--- src/rtl/ams_pkg.sv ---
// Shared types, constants and helper functions for the adjacency matrix store.
package ams_pkg;

    // Width used for every vertex index compare (holds up to 64 plus carry room)
    localparam int IDX_W = 7;
    // Fixed result field widths
    localparam int VC_W  = 6;
    localparam int AC_W  = 11;
    localparam int ROW_W = 32;
    // Widest row the popcount helper covers
    localparam int POP_W = 64;

    // Operation codes carried in the func field
    typedef enum logic [2:0] {
        FN_READ      = 3'd0,
        FN_SET       = 3'd1,
        FN_CLEAR     = 3'd2,
        FN_ADD       = 3'd3,
        FN_REMOVE    = 3'd4,
        FN_TRANSPOSE = 3'd5
    } func_t;

    // Sequencer states
    typedef enum logic [1:0] {
        ST_IDLE,
        ST_RUN,
        ST_DONE
    } state_t;

    // Sequencer to row ring control
    typedef struct packed {
        logic             start;
        logic             run;
        func_t            op;
        logic             op_ok;
        logic [IDX_W-1:0] cnt;
        logic [IDX_W-1:0] nv;
        logic [IDX_W-1:0] src;
        logic [IDX_W-1:0] dst;
    } ams_ctrl_t;

    // Row ring to sequencer status for the row at the head
    typedef struct packed {
        logic             flip;
        logic [IDX_W-1:0] lost_inc;
    } ams_stat_t;

    // Sequencer result status
    typedef struct packed {
        logic             done;
        logic             err;
        logic [IDX_W-1:0] dst;
        logic [VC_W-1:0]  vertex_count;
        logic [AC_W-1:0]  arc_count;
    } ams_sts_t;

    // Population count as a balanced adder tree
    function automatic logic [IDX_W-1:0] pop64(input logic [POP_W-1:0] w);
        logic [IDX_W-1:0] acc [POP_W];
        int               span;
        for (int i = 0; i < POP_W; i++) begin
            acc[i] = {{(IDX_W-1){1'b0}}, w[i]};
        end
        span = 1;
        while (span < POP_W) begin
            for (int i = 0; i < POP_W; i += 2 * span) begin
                acc[i] = acc[i] + acc[i + span];
            end
            span = span * 2;
        end
        return acc[0];
    endfunction

endpackage

--- src/rtl/ams_if.sv ---
// Request and response channel interfaces of the adjacency matrix store.
interface ams_req_if;
    logic       valid;
    logic       ready;
    logic [2:0] func;
    logic [4:0] from_vertex;
    logic [4:0] to_vertex;

    modport source (output valid, func, from_vertex, to_vertex, input ready);
    modport sink   (input valid, func, from_vertex, to_vertex, output ready);
endinterface

interface ams_rsp_if;
    logic        valid;
    logic        ready;
    logic        cell_bit;
    logic [31:0] row_bits;
    logic [5:0]  vertex_count;
    logic [10:0] arc_count;
    logic        error_flag;

    modport source (output valid, cell_bit, row_bits, vertex_count, arc_count, error_flag,
                    input ready);
    modport sink   (input valid, cell_bit, row_bits, vertex_count, arc_count, error_flag,
                    output ready);
endinterface

--- src/rtl/ams_row_ring.sv ---
// Circulating row store with the shared head-row processing unit.
module ams_row_ring #(
    parameter int MAX_VERTICES = 32
) (
    input  logic                    clk,
    input  logic                    rst_n,
    input  ams_pkg::ams_ctrl_t      ctrl,
    output ams_pkg::ams_stat_t      stat,
    output logic [MAX_VERTICES-1:0] row_cap
);
    import ams_pkg::*;

    localparam int M  = MAX_VERTICES;
    localparam int CW = $clog2(M);

    logic [M-1:0] rows_reg [M];
    logic [M-1:0] rows_next [M];
    logic [M-1:0] work [M];
    logic [M-1:0] cap_reg, cap_next;
    logic [M-1:0] head, tail, hs, src_row;
    logic [M+POP_W-1:0] head_ext;
    logic         hit, last;

    // Bit i of a row, zero past the last column
    function automatic logic bit_of(input logic [M-1:0] r, input logic [IDX_W-1:0] i);
        return (i < IDX_W'(M)) ? r[i[CW-1:0]] : 1'b0;
    endfunction

    function automatic logic [M-1:0] one_at(input logic [IDX_W-1:0] i);
        logic [M-1:0] o;
        for (int b = 0; b < M; b++) begin
            o[b] = (IDX_W'(b) == i);
        end
        return o;
    endfunction

    // Remove column c, higher columns move down one place
    function automatic logic [M-1:0] drop_col(input logic [M-1:0] r,
                                              input logic [IDX_W-1:0] c);
        logic [M-1:0] o;
        for (int b = 0; b < M - 1; b++) begin
            o[b] = (IDX_W'(b) < c) ? r[b] : r[b + 1];
        end
        o[M-1] = (IDX_W'(M - 1) < c) ? r[M-1] : 1'b0;
        return o;
    endfunction

    function automatic logic [M-1:0] rotr1(input logic [M-1:0] r);
        return {r[0], r[M-1:1]};
    endfunction

    assign head     = rows_reg[0];
    assign hit      = (ctrl.cnt == ctrl.src);
    assign last     = (ctrl.cnt == IDX_W'(M - 1));
    assign head_ext = {{POP_W{1'b0}}, head};

    // Per-row status for the arc bookkeeping
    always_comb
    begin
        stat.flip     = bit_of(head, ctrl.dst) != (ctrl.op == FN_SET);
        stat.lost_inc = hit ? pop64(head_ext[POP_W-1:0])
                            : {{(IDX_W-1){1'b0}}, bit_of(head, ctrl.src)};
    end

    // Transpose swap: head row against column cnt of the rows still unvisited
    always_comb
    begin
        work = rows_reg;
        hs   = head;
        for (int p = 1; p < M; p++) begin
            if ((IDX_W'(p) + ctrl.cnt) < IDX_W'(M)) begin
                hs[p]      = rows_reg[p][0];
                work[p][0] = head[p];
            end
        end
    end

    // Head-row processing: value written back at the tail
    always_comb
    begin
        src_row = (ctrl.cnt >= ctrl.src) ? (last ? '0 : rows_reg[1]) : head;
        tail    = head;
        unique case (ctrl.op)
            FN_SET:
            begin
                if (ctrl.op_ok && hit)
                    tail = head | one_at(ctrl.dst);
            end
            FN_CLEAR:
            begin
                if (ctrl.op_ok && hit)
                    tail = head & ~one_at(ctrl.dst);
            end
            FN_ADD:
            begin
                if (ctrl.op_ok)
                    tail = (ctrl.cnt == ctrl.nv) ? '0 : (head & ~one_at(ctrl.nv));
            end
            FN_REMOVE:
            begin
                if (ctrl.op_ok)
                    tail = drop_col(src_row, ctrl.src);
            end
            FN_TRANSPOSE:
            begin
                tail = rotr1(hs);
            end
            default:
            begin
                tail = head;
            end
        endcase
    end

    // Ring shift and row capture
    always_comb
    begin
        rows_next = rows_reg;
        cap_next  = cap_reg;
        if (ctrl.start)
        begin
            cap_next = '0;
        end
        else if (ctrl.run)
        begin
            for (int p = 0; p < M - 1; p++) begin
                rows_next[p] = (ctrl.op == FN_TRANSPOSE) ? rotr1(work[p + 1])
                                                         : rows_reg[p + 1];
            end
            rows_next[M-1] = tail;
            if (hit)
                cap_next = tail;
            else if (ctrl.op == FN_TRANSPOSE)
                cap_next = rotr1(cap_reg);
        end
    end

    always_ff @(posedge clk or negedge rst_n)
    begin
        if (!rst_n)
        begin
            for (int p = 0; p < M; p++) begin
                rows_reg[p] <= '0;
            end
            cap_reg <= '0;
        end
        else
        begin
            rows_reg <= rows_next;
            cap_reg  <= cap_next;
        end
    end

    assign row_cap = cap_reg;

endmodule

--- src/rtl/ams_seq.sv ---
// Sequencer: request decode, pass counter, vertex and arc counts.
module ams_seq #(
    parameter int MAX_VERTICES = 32
) (
    input  logic               clk,
    input  logic               rst_n,
    ams_req_if.sink            req,
    input  logic               rsp_ready,
    input  ams_pkg::ams_stat_t stat,
    output ams_pkg::ams_ctrl_t ctrl,
    output ams_pkg::ams_sts_t  sts
);
    import ams_pkg::*;

    localparam int M  = MAX_VERTICES;
    localparam int CW = $clog2(M);
    localparam int VW = $clog2(M + 1);
    localparam int AW = $clog2(M * M + 1);

    state_t        state_reg, state_next;
    logic [CW-1:0] cnt_reg, cnt_next;
    func_t         op_reg, op_next;
    logic          ok_reg, ok_next;
    logic          err_reg, err_next;
    logic [4:0]    src_reg, src_next;
    logic [4:0]    dst_reg, dst_next;
    logic [VW-1:0] nv_reg, nv_next;
    logic [AW-1:0] arcs_reg, arcs_next;
    logic [AW-1:0] lost_reg, lost_next;
    logic [AW-1:0] lost_sum;

    logic          accept, run, done, last, hit, in_range;
    func_t         dec_op;
    logic          dec_ok, dec_err;

    assign accept   = req.valid && req.ready;
    assign last     = (cnt_reg == CW'(M - 1));
    assign hit      = (IDX_W'(cnt_reg) == IDX_W'(src_reg));
    assign in_range = (IDX_W'(req.from_vertex) < IDX_W'(nv_reg)) &&
                      (IDX_W'(req.to_vertex) < IDX_W'(nv_reg));

    // Request decode against the current vertex count
    always_comb
    begin
        dec_op  = FN_READ;
        dec_ok  = 1'b0;
        dec_err = 1'b0;
        unique case (func_t'(req.func)) inside
            FN_READ:
            begin
                dec_err = !in_range;
            end
            FN_SET, FN_CLEAR:
            begin
                dec_op  = func_t'(req.func);
                dec_ok  = in_range;
                dec_err = !in_range;
            end
            FN_ADD:
            begin
                dec_op  = FN_ADD;
                dec_ok  = IDX_W'(nv_reg) < IDX_W'(M);
                dec_err = !(IDX_W'(nv_reg) < IDX_W'(M));
            end
            FN_REMOVE:
            begin
                dec_op  = FN_REMOVE;
                dec_ok  = IDX_W'(req.from_vertex) < IDX_W'(nv_reg);
                dec_err = !(IDX_W'(req.from_vertex) < IDX_W'(nv_reg));
            end
            FN_TRANSPOSE:
            begin
                dec_op  = FN_TRANSPOSE;
                dec_ok  = 1'b1;
            end
            default:
            begin
                dec_err = 1'b1;
            end
        endcase
    end

    // Next state
    always_comb
    begin
        state_next = state_reg;
        unique case (state_reg)
            ST_IDLE:
            begin
                if (req.valid)
                    state_next = ST_RUN;
            end
            ST_RUN:
            begin
                if (last)
                    state_next = ST_DONE;
            end
            ST_DONE:
            begin
                if (rsp_ready)
                    state_next = ST_IDLE;
            end
            default:
            begin
                state_next = ST_IDLE;
            end
        endcase
    end

    // State outputs
    always_comb
    begin
        req.ready = 1'b0;
        run       = 1'b0;
        done      = 1'b0;
        unique case (state_reg)
            ST_IDLE: req.ready = 1'b1;
            ST_RUN:  run       = 1'b1;
            ST_DONE: done      = 1'b1;
            default: req.ready = 1'b0;
        endcase
    end

    // Item registers, pass counter and count updates
    always_comb
    begin
        cnt_next  = cnt_reg;
        op_next   = op_reg;
        ok_next   = ok_reg;
        err_next  = err_reg;
        src_next  = src_reg;
        dst_next  = dst_reg;
        nv_next   = nv_reg;
        arcs_next = arcs_reg;
        lost_next = lost_reg;
        lost_sum  = lost_reg + AW'(stat.lost_inc);
        if (accept)
        begin
            op_next   = dec_op;
            ok_next   = dec_ok;
            err_next  = dec_err;
            src_next  = req.from_vertex;
            dst_next  = req.to_vertex;
            cnt_next  = '0;
            lost_next = '0;
        end
        else if (run)
        begin
            cnt_next = last ? '0 : cnt_reg + CW'(1);
            if (ok_reg)
            begin
                unique case (op_reg)
                    FN_SET:
                    begin
                        if (hit && stat.flip)
                            arcs_next = arcs_reg + AW'(1);
                    end
                    FN_CLEAR:
                    begin
                        if (hit && stat.flip)
                            arcs_next = arcs_reg - AW'(1);
                    end
                    FN_ADD:
                    begin
                        if (last)
                            nv_next = nv_reg + VW'(1);
                    end
                    FN_REMOVE:
                    begin
                        lost_next = lost_sum;
                        if (last)
                        begin
                            arcs_next = arcs_reg - lost_sum;
                            nv_next   = nv_reg - VW'(1);
                        end
                    end
                    default:
                    begin
                        nv_next = nv_reg;
                    end
                endcase
            end
        end
    end

    always_ff @(posedge clk or negedge rst_n)
    begin
        if (!rst_n)
        begin
            state_reg <= ST_IDLE;
            cnt_reg   <= '0;
            op_reg    <= FN_READ;
            ok_reg    <= 1'b0;
            err_reg   <= 1'b0;
            src_reg   <= '0;
            dst_reg   <= '0;
            nv_reg    <= '0;
            arcs_reg  <= '0;
            lost_reg  <= '0;
        end
        else
        begin
            state_reg <= state_next;
            cnt_reg   <= cnt_next;
            op_reg    <= op_next;
            ok_reg    <= ok_next;
            err_reg   <= err_next;
            src_reg   <= src_next;
            dst_reg   <= dst_next;
            nv_reg    <= nv_next;
            arcs_reg  <= arcs_next;
            lost_reg  <= lost_next;
        end
    end

    // Control toward the row ring
    always_comb
    begin
        ctrl.start = accept;
        ctrl.run   = run;
        ctrl.op    = op_reg;
        ctrl.op_ok = ok_reg;
        ctrl.cnt   = IDX_W'(cnt_reg);
        ctrl.nv    = IDX_W'(nv_reg);
        ctrl.src   = IDX_W'(src_reg);
        ctrl.dst   = IDX_W'(dst_reg);
    end

    // Status toward the top level
    always_comb
    begin
        sts.done         = done;
        sts.err          = err_reg;
        sts.dst          = IDX_W'(dst_reg);
        sts.vertex_count = VC_W'(nv_reg);
        sts.arc_count    = AC_W'(arcs_reg);
    end

endmodule

--- src/rtl/adjacency_matrix_store.sv ---
// Adjacency matrix store: directed graph bit matrix with vertex and arc counts.
// Each request is accepted, then makes one ring pass over all MAX_VERTICES rows
// through the head-row unit, then the response is given.
// The response is valid from the cycle after the pass and holds until taken.
// Reset (rst_n low, asynchronous) clears the matrix and both counts.
module adjacency_matrix_store #(
    parameter int MAX_VERTICES = 32
) (
    input logic       clk,
    input logic       rst_n,
    ams_req_if.sink   req,
    ams_rsp_if.source rsp
);
    import ams_pkg::*;

    localparam int CW = $clog2(MAX_VERTICES);

    ams_ctrl_t                 ctrl;
    ams_stat_t                 stat;
    ams_sts_t                  sts;
    logic [MAX_VERTICES-1:0]   row_cap;

    ams_seq #(
        .MAX_VERTICES (MAX_VERTICES)
    ) u_seq (
        .clk       (clk),
        .rst_n     (rst_n),
        .req       (req),
        .rsp_ready (rsp.ready),
        .stat      (stat),
        .ctrl      (ctrl),
        .sts       (sts)
    );

    ams_row_ring #(
        .MAX_VERTICES (MAX_VERTICES)
    ) u_ring (
        .clk     (clk),
        .rst_n   (rst_n),
        .ctrl    (ctrl),
        .stat    (stat),
        .row_cap (row_cap)
    );

    // Response fields; rows and columns past the vertex count are kept zero
    assign rsp.valid        = sts.done;
    assign rsp.row_bits     = ROW_W'(row_cap);
    assign rsp.cell_bit     = (sts.dst < IDX_W'(MAX_VERTICES)) ? row_cap[sts.dst[CW-1:0]]
                                                              : 1'b0;
    assign rsp.vertex_count = sts.vertex_count;
    assign rsp.arc_count    = sts.arc_count;
    assign rsp.error_flag   = sts.err;

endmodule
--- src/flat_wrapper.sv ---
// flat-port wrapper written by rule: the top's interface ports become plain ports
module adjacency_matrix_store_flat import ams_pkg::*;
#(
    parameter int MAX_VERTICES = 32
)
  (clk, rst_n, req_valid, req_func, req_from_vertex, req_to_vertex, req_ready, rsp_valid, rsp_cell_bit, rsp_row_bits, rsp_vertex_count, rsp_arc_count, rsp_error_flag, rsp_ready);
  ams_req_if req_i ();
  ams_rsp_if rsp_i ();
  input logic clk;
  input logic rst_n;
  input wire logic [$bits(req_i.valid)-1:0] req_valid;
  input wire logic [$bits(req_i.func)-1:0] req_func;
  input wire logic [$bits(req_i.from_vertex)-1:0] req_from_vertex;
  input wire logic [$bits(req_i.to_vertex)-1:0] req_to_vertex;
  output wire logic [$bits(req_i.ready)-1:0] req_ready;
  output wire logic [$bits(rsp_i.valid)-1:0] rsp_valid;
  output wire logic [$bits(rsp_i.cell_bit)-1:0] rsp_cell_bit;
  output wire logic [$bits(rsp_i.row_bits)-1:0] rsp_row_bits;
  output wire logic [$bits(rsp_i.vertex_count)-1:0] rsp_vertex_count;
  output wire logic [$bits(rsp_i.arc_count)-1:0] rsp_arc_count;
  output wire logic [$bits(rsp_i.error_flag)-1:0] rsp_error_flag;
  input wire logic [$bits(rsp_i.ready)-1:0] rsp_ready;
  assign req_i.valid = req_valid;
  assign req_i.func = req_func;
  assign req_i.from_vertex = req_from_vertex;
  assign req_i.to_vertex = req_to_vertex;
  assign req_ready = req_i.ready;
  assign rsp_valid = rsp_i.valid;
  assign rsp_cell_bit = rsp_i.cell_bit;
  assign rsp_row_bits = rsp_i.row_bits;
  assign rsp_vertex_count = rsp_i.vertex_count;
  assign rsp_arc_count = rsp_i.arc_count;
  assign rsp_error_flag = rsp_i.error_flag;
  assign rsp_i.ready = rsp_ready;
  adjacency_matrix_store #(.MAX_VERTICES(MAX_VERTICES)) u_core (.clk(clk), .rst_n(rst_n), .req(req_i), .rsp(rsp_i));
endmodule
--- config.mk ---
export PLATFORM = sky130hd
export DESIGN_NAME = adjacency_matrix_store_flat
export DESIGN_NICKNAME = d
export VERILOG_FILES = /design/src/rtl/ams_pkg.sv /design/src/rtl/ams_if.sv /design/src/rtl/ams_row_ring.sv /design/src/rtl/ams_seq.sv /design/src/rtl/adjacency_matrix_store.sv /design/src/flat_wrapper.sv
export SDC_FILE = /design/constraint.sdc
export NUM_CORES = 2
export LEC_CHECK = 0
export ABC_AREA = 1
export BUFFER_PORTS_ARGS = -buffer_cell sky130_fd_sc_hd__buf_2
export CAP_MARGIN = 5
export CORE_MARGIN = 4
export CORE_UTILIZATION = 40
export DETAILED_ROUTE_END_ITERATION = 8
export PLACE_DENSITY = 0.6
export SKIP_CTS_REPAIR_TIMING = 1
export SYNTH_ARGS = -nofsm -noshare
export SYNTH_HDL_FRONTEND = slang
export SYNTH_SLANG_ARGS = --single-unit
--- constraint.sdc ---
create_clock -name clk -period 8.4 [get_ports clk]
set_input_delay 0.42 -clock clk [delete_from_list [all_inputs] [get_ports clk]]
set_output_delay 0.42 -clock clk [all_outputs]
set_load 0.05 [all_outputs]
==> metrics <==
Post-Synth Simple-Gate Area=7.48%; RSZ-0062 raised after global routing=no; Pre-Repair DR Iteration Count=6; met2 usage=37.8%; first-pass GRT wire length=282000 microns; Max FO, Critical Path=6; DR WL/cell=20.3 microns; Synth Area in XOR/XNOR=0.385%; Worst-Margin Slew=1.17 ns; number of synthesized flops with an enable pin=0; hold depth=4; Netlist Area Pre-Place=0.0569 sq mm; Hold Path Class=in2reg; Placeable Area=0.141 sq mm; Via density=5.39; setup tns final=0 ns; synthesized netlist net count=7316; family with the most delay on the worst path=adder cells; met1 Use GR=34.9%; Nets=7067; adder-cell share of the synthesized area=1.84%; die footprint=0.148 sq mm; starting density of the core=40.2%; initial DRC count=4408; Max Root-Sink Buffers=3; PortBufs=69; R2R setup slack=0.55 ns; final setup vio count=0; CTS tree=yes; max FFs per register=992; GP Congestion=0.907; Tcrit/Tclk final=93.5%; sequential share of the synthesized area=48.7%; startpoint types=flip-flop; Reg2Reg Capture Point=u_core.u_seq.arcs_reg[10]; Critical Path Max Stage Delay=0.60 ns; Area Growth Syn to Fin=9.66%; Synth Warn #=0; Syn Inst Count=7231; H-tree depth=4; required time of the critical path=9.06 ns; post-synthesis compound-gate area fraction=29.9%; FF+latch count, synth=1106; reg-to-reg startpoint=u_core.u_ring.head[13]; Lkg Pwr=28.0 nW; pin count of the biggest net entering global routing=323; CP Buf/Inv Count=4; vias in the first global route=46787; PwrDens=487 mW/mm^2; Vias=48346; fin crit period=7.85 ns; largest family of logic cells by synthesized area=compound AO/OA/AOI/OAI gates; Worst VDD drop=0.395 mV; CP arrival=8.51 ns; Clock transition at path regs=0.06 ns; GR peak layer=met2; Final Hold Fails=1; Mapped Avg Cell Area=7.86 sq um; CTS buffer count=131; worst hold slack=-0.0176 ns; Worst Setup End Kind=flip-flop; Min-Delay Endpoint=u_core.u_seq.op_reg[2]; GR Layer Usage met3=4.28%; initial antenna violation count=5; Die Y=385 microns; final wirelength=182000 microns; failing checks=negative hold slack; Chip Width=385 microns; layout cells sized above 1=5.27%; top_reg_cell synth=dfrtp_1; clock root cell=clkbuf_16; Slew Limit Headroom=22.3%; # IOs=70; asr flop ratio synth=100%; DRC errors left=0; Yosys cell types=50; FP Rows=138; cell area after layout=0.0624 sq mm; CP Class=reg2reg; TritonCTS Sinks=1106; grt total ovfl=0; most frequent CP cell=nor2_1; Overall Global Routing Usage=24.3%; status=complete, but fails checks; f_max=127 MHz; Slew Viols, Final=0; Worst-Skew Late Latency=0.79 ns; MaxCap Viol Count=0; CP max-delay cell=fa_1; Hold Startpoint=req_func[1]; Area after DPL=0.0580 sq mm; cell depth of the worst flop-to-flop path=37; Worst path depth=37; Final ANT Viol Nets=0; skew final=0.0286 ns; DP HPWL=120000 microns; post-synthesis mux area share=0%
==> how the worst max path moves through the flow <==
stage | start | endpoint | slack [ns]
after floorplan | u_core.u_ring.head[23] | u_core.u_seq.arcs_reg[10] | 1.43
after global placement | u_core.u_ring.head[5] | u_core.u_seq.arcs_reg[10] | 0.34
after detailed placement | u_core.u_ring.head[5] | u_core.u_seq.arcs_reg[10] | 0.53
after CTS | u_core.u_ring.head[13] | u_core.u_seq.arcs_reg[10] | 0.48
after global routing | u_core.u_ring.head[5] | u_core.u_seq.arcs_reg[10] | 0.02
final | u_core.u_ring.head[13] | u_core.u_seq.arcs_reg[10] | 0.55
==> tightest hold or removal path, cell delays in order <==
cell	delay [ns]
buf_2	0.10
nor2_1	0.05
inv_1	0.07
o21ai_0	0.07
==> cell type report <==
cell class / instances / area, sq um
Antenna cell: 2 / 5.00
Clock buffer: 195 / 3820
Clock inverter: 35 / 404
Fill cell: 14352 / 79100
Inverter: 1171 / 4410
Multi-Input combinational cell: 4426 / 22500
Sequential cell: 1106 / 27700
Tap cell: 1890 / 2360
Timing Repair Buffer: 146 / 1130
==> logic make-up (layout without fill, tap and decap cells) <==
group,after synthesis,in the layout
buf+inv,1699,1547
flops,1106,1106
compound gates,3349,3349
simple gates,984,984
other cells,0,2
fa+ha+maj,68,68
xor+xnor,25,25
==> placed cells by master, fill, tap and decap left out, drive strengths merged, types with 2 or more instances in the layout <==
master          n
a21o            3
a21oi        1159
a22o            4
a22oi           5
a31oi           7
a41oi           3
buf           137
bufinv          2
clkbuf        195
clkinv         27
clkinvlp        6
dfrtp        1106
diode           2
dlygate4sd3     9
fa             26
ha             42
inv          1171
nand2         512
nand3         232
nand3b         24
nand4          28
nor2          175
nor3            9
nor4            2
o211ai         38
o21ai        2104
o221ai          2
o22ai          16
o31ai           2
xnor2           6
xor2           19
==> where the power goes <==
part	leakage (nW)	switching, W	internal [W]
combinational	12.0	0.0107	0.00482
sequential	14.0	0.00143	0.00782
clock	2.05	0.00241	0.00324
==> Yosys cell counts, types with 5 or more instances <==
master | count | share of area, %
o21ai_0 | 2062 | 18
a21oi_1 | 1157 | 10
inv_1 | 1156 | 7.6
dfrtp_1 | 1106 | 49
nand2_1 | 503 | 3.3
clkbuf_1 | 266 | 1.8
nand3_1 | 228 | 2.0
nor2_1 | 166 | 1.1
buf_2 | 160 | 1.4
buf_1 | 83 | 0.55
ha_1 | 42 | 0.92
o21ai_1 | 41 | 0.36
o211ai_1 | 38 | 0.50
nand4_1 | 28 | 0.31
fa_1 | 26 | 0.92
nand3b_1 | 24 | 0.32
xor2_1 | 19 | 0.29
o22ai_1 | 16 | 0.18
buf_4 | 13 | 0.17
inv_2 | 9 | 0.059
nor3_1 | 9 | 0.079
nand2_2 | 8 | 0.088
a31oi_1 | 6 | 0.066
buf_6 | 6 | 0.12
xnor2_1 | 6 | 0.092
a22oi_1 | 5 | 0.066
clkinv_1 | 5 | 0.033
nor2_2 | 5 | 0.055
==> routing by layer <==
metal / part of all wire [%] / vias up / wire length [microns]
met3: 4.5 / 227 / 8220
met4: 2.9 / 6 / 5340
met5: 0.021 / - / 38
met2: 46 / 901 / 83000
li1: - / 23666 / -
met1: 47 / 23546 / 85400
==> per-stage QoR <==
stage          util (%)  instances  total power (W)  setup slack (ns)
6_report           44.1       8971           0.0304             0.547
5_1_grt            44.1       8969           0.0332            0.0201
4_1_cts            44.0       8960           0.0306             0.484
3_5_place_dp       41.0       8730           0.0248             0.527
3_3_place_gp       41.0       8730           0.0248             0.345
2_1_floorplan         -       7231           0.0197              1.43
Note: power is estimated with default switching activity, not from simulation.
